===== src/rtl/pbl_pkg.sv =====
// Package for the poly-ball line evaluator: sizes, codes, state encoding and
// the structures passed between the controller and the datapath.
// No dependencies.
package pbl_pkg;

  localparam int unsigned MAX_POINTS = 1024;
  localparam int unsigned MAX_LINES  = 256;
  localparam int unsigned PT_AW      = 10;
  localparam int unsigned PC_W       = 11;
  localparam int unsigned LC_W       = 9;
  localparam int unsigned LINE_W     = 8;
  localparam int unsigned SEG_W      = 10;
  localparam int unsigned ACC_W      = 70;
  localparam int unsigned OP_W       = 34;
  localparam int unsigned PROD_W     = 68;
  localparam int unsigned DIV_W      = 89;
  localparam int unsigned Q_W        = 21;
  localparam int unsigned T_W        = 17;
  localparam int unsigned TQ_W       = 22;
  localparam int unsigned CNT_W      = 5;
  localparam int unsigned DIV_STEPS  = 21;

  typedef enum logic [1:0] {
    OPC_CLEAR = 2'd0,
    OPC_LOAD  = 2'd1,
    OPC_QUERY = 2'd2,
    OPC_NONE  = 2'd3
  } opcode_e;

  typedef enum logic [1:0] {
    STS_OK     = 2'd0,
    STS_EMPTY  = 2'd1,
    STS_NOSEG  = 2'd2,
    STS_UNUSED = 2'd3
  } status_e;

  typedef enum logic {
    CFG_USE_RADIUS = 1'b0,
    CFG_TOLERANCE  = 1'b1
  } cfg_idx_e;

  typedef enum logic [3:0] {
    MS_NUM_X = 4'd0,  MS_NUM_Y = 4'd1,  MS_NUM_Z = 4'd2,  MS_NUM_R = 4'd3,
    MS_DEN_X = 4'd4,  MS_DEN_Y = 4'd5,  MS_DEN_Z = 4'd6,  MS_DEN_R = 4'd7,
    MS_CEN_X = 4'd8,  MS_CEN_Y = 4'd9,  MS_CEN_Z = 4'd10, MS_CEN_R = 4'd11,
    MS_VAL_X = 4'd12, MS_VAL_Y = 4'd13, MS_VAL_Z = 4'd14, MS_VAL_R = 4'd15
  } mul_sel_e;

  typedef enum logic [3:0] {
    S_IDLE, S_RD, S_SHF, S_DIFF, S_MACA, S_CHK, S_DIV, S_TSEL, S_MACB, S_CMP, S_OUT
  } state_e;

  typedef struct packed {
    logic signed [31:0] x;
    logic signed [31:0] y;
    logic signed [31:0] z;
    logic [30:0]        r;
    logic [LINE_W-1:0]  line;
  } point_t;

  typedef struct packed {
    logic              wr_en;
    logic [PT_AW-1:0]  wr_addr;
    logic [LINE_W-1:0] wr_line;
    logic              q_load;
    logic              q_empty;
    logic              rd_en;
    logic [PT_AW-1:0]  rd_addr;
    logic              shift;
    logic              first;
    logic              diff;
    logic              mul_en;
    mul_sel_e          mul_sel;
    logic              div_init;
    logic              div_step;
    logic              tsel;
    logic              cmp;
  } cmd_t;

  typedef struct packed {
    logic line_eq;
    logic skip;
  } sts_t;

  typedef struct packed {
    status_e            status;
    logic signed [63:0] min_value;
    logic [LINE_W-1:0]  line_index;
    logic [SEG_W-1:0]   segment_index;
    logic [T_W-1:0]     position_t;
    logic signed [31:0] center_x;
    logic signed [31:0] center_y;
    logic signed [31:0] center_z;
    logic signed [31:0] center_radius;
  } res_t;

endpackage


===== src/rtl/pbl_ctrl.sv =====
// Controller of the poly-ball line evaluator: point and line counts, the
// segment sweep and the per-segment step sequence. Uses pbl_pkg.
module pbl_ctrl import pbl_pkg::*; (
  input  logic              clk_i,
  input  logic              rst_ni,
  input  logic              in_valid_i,
  input  logic [1:0]        in_opcode_i,
  input  logic              in_new_line_i,
  output logic              in_ready_o,
  output logic              out_valid_o,
  input  logic              out_ready_i,
  input  sts_t              sts_i,
  output cmd_t              cmd_o
);

  state_e            state_q, state_d;
  logic [PC_W-1:0]   pc_q, pc_d, idx_q, idx_d;
  logic [LC_W-1:0]   lc_q, lc_d;
  logic [CNT_W-1:0]  cnt_q, cnt_d;
  logic              accept, ld_new, ld_ok, seg, adv_last;
  opcode_e           opc;

  assign opc      = opcode_e'(in_opcode_i);
  assign accept   = (state_q == S_IDLE) && in_valid_i;
  assign ld_new   = in_new_line_i || (pc_q == '0);
  assign ld_ok    = (pc_q < PC_W'(MAX_POINTS)) && !(ld_new && (lc_q >= LC_W'(MAX_LINES)));
  assign seg      = (idx_q != '0) && sts_i.line_eq;
  assign adv_last = (idx_q + PC_W'(1)) >= pc_q;

  always_comb begin
    state_d = state_q;
    pc_d    = pc_q;
    lc_d    = lc_q;
    idx_d   = idx_q;
    cnt_d   = cnt_q;
    unique case (state_q)
      S_IDLE: begin
        if (accept) begin
          unique case (opc)
            OPC_CLEAR: begin
              pc_d = '0;
              lc_d = '0;
            end
            OPC_LOAD: begin
              if (ld_ok) begin
                pc_d = pc_q + PC_W'(1);
                if (ld_new) begin
                  lc_d = lc_q + LC_W'(1);
                end
              end
            end
            OPC_QUERY: begin
              idx_d   = '0;
              state_d = (pc_q == '0) ? S_OUT : S_RD;
            end
            OPC_NONE: begin
            end
          endcase
        end
      end
      S_RD: state_d = S_SHF;
      S_SHF: begin
        if (seg) begin
          state_d = S_DIFF;
        end else if (adv_last) begin
          state_d = S_OUT;
        end else begin
          idx_d   = idx_q + PC_W'(1);
          state_d = S_RD;
        end
      end
      S_DIFF: begin
        cnt_d   = '0;
        state_d = S_MACA;
      end
      S_MACA: begin
        cnt_d = cnt_q + CNT_W'(1);
        if (cnt_q == CNT_W'(8)) begin
          state_d = S_CHK;
        end
      end
      S_CHK: begin
        cnt_d = '0;
        if (!sts_i.skip) begin
          state_d = S_DIV;
        end else if (adv_last) begin
          state_d = S_OUT;
        end else begin
          idx_d   = idx_q + PC_W'(1);
          state_d = S_RD;
        end
      end
      S_DIV: begin
        cnt_d = cnt_q + CNT_W'(1);
        if (cnt_q == CNT_W'(DIV_STEPS - 1)) begin
          state_d = S_TSEL;
        end
      end
      S_TSEL: begin
        cnt_d   = CNT_W'(8);
        state_d = S_MACB;
      end
      S_MACB: begin
        cnt_d = cnt_q + CNT_W'(1);
        if (cnt_q == CNT_W'(16)) begin
          state_d = S_CMP;
        end
      end
      S_CMP: begin
        if (adv_last) begin
          state_d = S_OUT;
        end else begin
          idx_d   = idx_q + PC_W'(1);
          state_d = S_RD;
        end
      end
      S_OUT: begin
        if (out_ready_i) begin
          state_d = S_IDLE;
        end
      end
      default: state_d = S_IDLE;
    endcase
  end

  always_comb begin
    cmd_o          = '0;
    cmd_o.mul_sel  = mul_sel_e'(cnt_q[3:0]);
    cmd_o.wr_addr  = pc_q[PT_AW-1:0];
    cmd_o.wr_line  = ld_new ? lc_q[LINE_W-1:0] : LINE_W'(lc_q - LC_W'(1));
    cmd_o.rd_addr  = idx_q[PT_AW-1:0];
    cmd_o.q_empty  = (pc_q == '0);
    cmd_o.first    = (idx_q == '0);
    in_ready_o     = (state_q == S_IDLE);
    out_valid_o    = (state_q == S_OUT);
    unique case (state_q)
      S_IDLE: begin
        cmd_o.wr_en  = accept && (opc == OPC_LOAD) && ld_ok;
        cmd_o.q_load = accept && (opc == OPC_QUERY);
      end
      S_RD:   cmd_o.rd_en    = 1'b1;
      S_SHF:  cmd_o.shift    = 1'b1;
      S_DIFF: cmd_o.diff     = 1'b1;
      S_MACA: cmd_o.mul_en   = (cnt_q <= CNT_W'(7));
      S_CHK:  cmd_o.div_init = 1'b1;
      S_DIV:  cmd_o.div_step = 1'b1;
      S_TSEL: cmd_o.tsel     = 1'b1;
      S_MACB: cmd_o.mul_en   = (cnt_q <= CNT_W'(15));
      S_CMP:  cmd_o.cmp      = 1'b1;
      S_OUT: begin
      end
      default: begin
      end
    endcase
  end

  always_ff @(posedge clk_i or negedge rst_ni) begin
    if (!rst_ni) begin
      state_q <= S_IDLE;
      pc_q    <= '0;
      lc_q    <= '0;
      idx_q   <= '0;
      cnt_q   <= '0;
    end else begin
      state_q <= state_d;
      pc_q    <= pc_d;
      lc_q    <= lc_d;
      idx_q   <= idx_d;
      cnt_q   <= cnt_d;
    end
  end

endmodule


===== config.mk =====
export PLATFORM = sky130hd
export DESIGN_NAME = pbl_ctrl
export DESIGN_NICKNAME = d
export VERILOG_FILES = /design/src/rtl/pbl_pkg.sv /design/src/rtl/pbl_ctrl.sv
export SDC_FILE = /design/constraint.sdc
export NUM_CORES = 1
export LEC_CHECK = 0
export BUFFER_PORTS_ARGS = -buffer_cell sky130_fd_sc_hd__buf_2
export CELL_PAD_IN_SITES_DETAIL_PLACEMENT = 0
export CELL_PAD_IN_SITES_GLOBAL_PLACEMENT = 1
export CORE_MARGIN = 4
export CORE_UTILIZATION = 37
export CTS_BUF_LIST = sky130_fd_sc_hd__clkbuf_16
export DETAILED_ROUTE_END_ITERATION = 10
export GPL_TIMING_DRIVEN = 1
export PLACE_DENSITY = 0.81
export RECOVER_POWER = 50
export SLEW_MARGIN = 10
export SYNTH_ARGS = -nofsm -noshare
export SYNTH_HDL_FRONTEND = slang
export SYNTH_SLANG_ARGS = --single-unit

===== constraint.sdc =====
create_clock -name clk_i -period 6.9 [get_ports clk_i]
set_input_delay 0.69 -clock clk_i [delete_from_list [all_inputs] [get_ports clk_i]]
set_output_delay 0.69 -clock clk_i [all_outputs]
set_load 0.01 [all_outputs]

==> impl_metrics.csv <==
group,metric,value,unit
yosys,ys_types,58,
clock_network,cts_tree,"built",
pwr,peakVddDrop,177,uV
floorplan,coreArea,8810,um^2
detailed_routing,firstDrtPassIters,4,
global_route,grt_pass1_wl,14500,um
global_route,grt_usage,15.9,%
clock_network,clk_latency,0.28,ns
placed_design,post-dp-hpwl,6310,um
critical_path,cp.arrival,2.83,ns
finish,finalNonFillerCells,554,
yosys,synth_nets,458,
yosys,netlist_area,3390,um^2
pwr,cellPowerDensity,500,nW/um^2
yosys,synth_edf_count,0,
critical_path,start_kind,"flip-flop",
yosys,yosysSeqAreaShare,29.5,%
placed_design,io_buffers,54,
pwr,sw_frac_of_total,49.2,%
clock_network,clock_path_buffers,2,
global_route,gr-usage-met2,24.8,%
timing,setup_tns,0,ns
finish,drive_gt1_share,11.4,%
critical_path,worstPathRequired,6.21,ns
yosys,synth_flop_cell,"dfrtp_1",
critical_path,worst_setup_path_end_kind,"primary output",
timing,worst_slack,3.38,ns
timing,finalMaxSlewViolations,41,
timing,fmax,284,MHz
detailed_routing,routed_wl,8600,um
clock_network,root_buffer,"clkbuf_16",
detailed_routing,avgViaCountPerCell,5.44,
pwr,power.total,1.84,mW
critical_path,worstSetupPathType,"reg -> out",
yosys,syn_avg_cell_area,7.93,um^2
floorplan,die_area,10800,um^2
placed_design,place_congestion,0.842,
detailed_routing,vias,3011,
global_route,antenna_found_initial,0,
status,status,"finished, violations left",
yosys,ys_async_sr_fraction,100,%
floorplan,fp-row-count,34,
yosys,ys_ff_latch,40,
clock_network,clkTransAtPathRegs,0.06,ns
global_route,gr-max-usage-layer,"met2",
finish,num-nets-final,475,
status,violations,"max-capacitance violations, max-slew violations",
yosys,yosysTopAreaCellShare,29.5,%
timing,setup_viol,0,
placed_design,place_ws,3.66,ns
global_route,grt_use_met1,22.7,%
detailed_routing,drt_iter0_markers,146,
detailed_routing,antenna_left,0,
floorplan,die_h,104,um
yosys,synth_top_area_cell,"dfrtp_1",
run,drv_cap,1,
pwr,sequentialPowerShare,26.2,%
finish,fill_cells,919,
yosys,yosys_warnings,0,
global_route,grt_overflow,0,
pwr,p_comb_share,59.2,%
pwr,power_leakage,1.68,nW
detailed_routing,drc_errors,0,
clock_network,cts_resized,0,
floorplan,ioPinCount,55,
floorplan,die_x,104,um
worst_hold_path,worstHoldPathType,"reg -> reg",
global_route,grt_util_met3,3.23,%
timing,rsz0062_at_grt,"false",
finish,area_delta_synth_final,8.26,%
timing,finalCritPeriodShare,51.0,%
timing,hold_viol,0,
placed_design,post-place-cells,546,
clock_network,cts_hold_buffers,0,
yosys,synthTopCellsByArea,"dfrtp_1 (30%), ha_1 (7.7%), buf_4 (5.3%), nor2_1 (4.8%), xnor2_1 (4.6%)",
timing,finalCriticalPeriod,3.52,ns
critical_path,crit_path_max_fanout,7,
global_route,grt_max_degree,41,
finish,antenna_cells,0,
timing,maxSlewHeadroom,-54.8,%
pwr,intPower,0.932,mW
global_route,grt_pass1_vias,2869,
yosys,synth_cells,428,
timing,worst_slew_pin_slew,2.32,ns
detailed_routing,drt-wirelength-per-cell,15.5,um
pwr,power_switching,0.903,mW
timing,clock_skew,0.00445,ns
clock_network,cts_max_level,2,
floorplan,start_util,38.5,%
pwr,p_clk_share,14.5,%
clock_network,cts_buffers,5,
clock_network,cts.sinks,40,
clock_network,post_cts.repair.setup_buffers,0,
## state kept, by name, summed over array words and instances (netlist names)
signal	flops
state_q	4
lc_q	9
cnt_q	5
idx_q	11
pc_q	11
## cells in the mapped netlist, types with 3 or more instances
cell and instances:
nor2_1 43, dfrtp_1 40, nand2_1 40, inv_1 35, a21oi_1 29, buf_4 24, ha_1 21, o21ai_0 20
xnor2_1 18, clkbuf_1 17, nand3_1 14, nor3_1 9, nor4_1 9, o31ai_1 9, o22ai_1 7, xor2_1 7
nand2b_1 5, or2_2 5, or3_1 5, a21o_1 4, and3_1 4, nand4_1 4, o211ai_1 4, a221oi_1 3
a22oi_1 3, and4_1 3, nand3b_1 3, nor4b_1 3
## power groups by stage
stage	Sequential, mW	Combinational, mW	Clock, mW
final	0.481	1.09	0.267
after global routing	0.504	1.24	0.279
after CTS	0.478	1.11	0.269
after detailed placement	0.482	1.10	0
after global placement	0.478	1.08	0
after floorplan	0.394	0.941	0
## cell usage in the layout, fill, tap and decap left out, types with 4 or more instances in the layout
master and count:
or2_2 5, o22ai_1 7, dfrtp_1 40, xnor2_1 18
nor3_1 9, a21o_1 4, nand2_1 40, o31ai_1 9
buf_2 30, nor4_1 9, ha_1 21, nand2b_1 5
o21ai_0 20, nand4_1 4, or3_1 5, nor2_1 43
o211ai_1 4, clkbuf_16 5, and3_1 4, clkbuf_1 24
a21oi_1 29, xor2_1 7, inv_1 35, nand3_1 14
## routing by layer
metal	up-vias	wire length, um
li1	1517	-
met1	1425	4210
met2	65	3960
met3	4	383
met4	0	50
met5	-	0
## cells by family after synthesis
group / after synthesis / share of synthesized area [%]
AO/OA/AOI/OAI: 98 / 18.7
XOR/XNOR: 25 / 6.46
adder cells (fa/ha/maj): 21 / 7.75
buffers and inverters: 81 / 11.9
flip-flops: 40 / 29.5
multiplexers: 4 / 1.25
AND/OR/NAND/NOR: 159 / 24.5
## worst paths after layout
path | start | endpoint | slack, ns | cells past startpoint
min | idx_q[10] | idx_q[10] | 0.54 | 2
min reg2reg | idx_q[10] | idx_q[10] | 0.54 | 2
max in group asynchronous | rst_ni | lc_q[8] | 4.47 | 1
max reg2reg | idx_q[0] | state_q[0] | 3.62 | 13
max | pc_q[0] | cmd_o[32] | 3.38 | 8
min in group asynchronous | rst_ni | cnt_q[2] | 1.10 | 1
## critical path, cell delays in order, from the launching register on
cell     delay (ns)
dfrtp_1        0.44
inv_1          0.09
ha_1           0.19
nor4b_1        0.15
a31oi_1        0.59
nor4b_1        0.60
nand2_1        0.16
xnor2_1        0.17
buf_2          0.15
## per-stage QoR
stage               hold WS [ns]  utilization (%)  instance area, um^2
floorplan                  0.394                -                 3390
global placement           0.511             40.2                 3540
detailed placement         0.519             40.2                 3540
CTS                        0.550             42.0                 3700
global route               0.591             41.7                 3670
finish                     0.542             41.7                 3670
## layout make-up
class / count / area [um^2] / area share (%)
Timing Repair Buffer: 56 / 255 / 6.95
Clock inverter: 3 / 37.5 / 1.02
Tap cell: 108 / 135 / 3.68
Sequential cell: 40 / 1000 / 27.3
Multi-Input combinational cell: 307 / 1990 / 54.1
Inverter: 35 / 131 / 3.58
Clock buffer: 5 / 125 / 3.41
(Power assumes the default switching activity.)
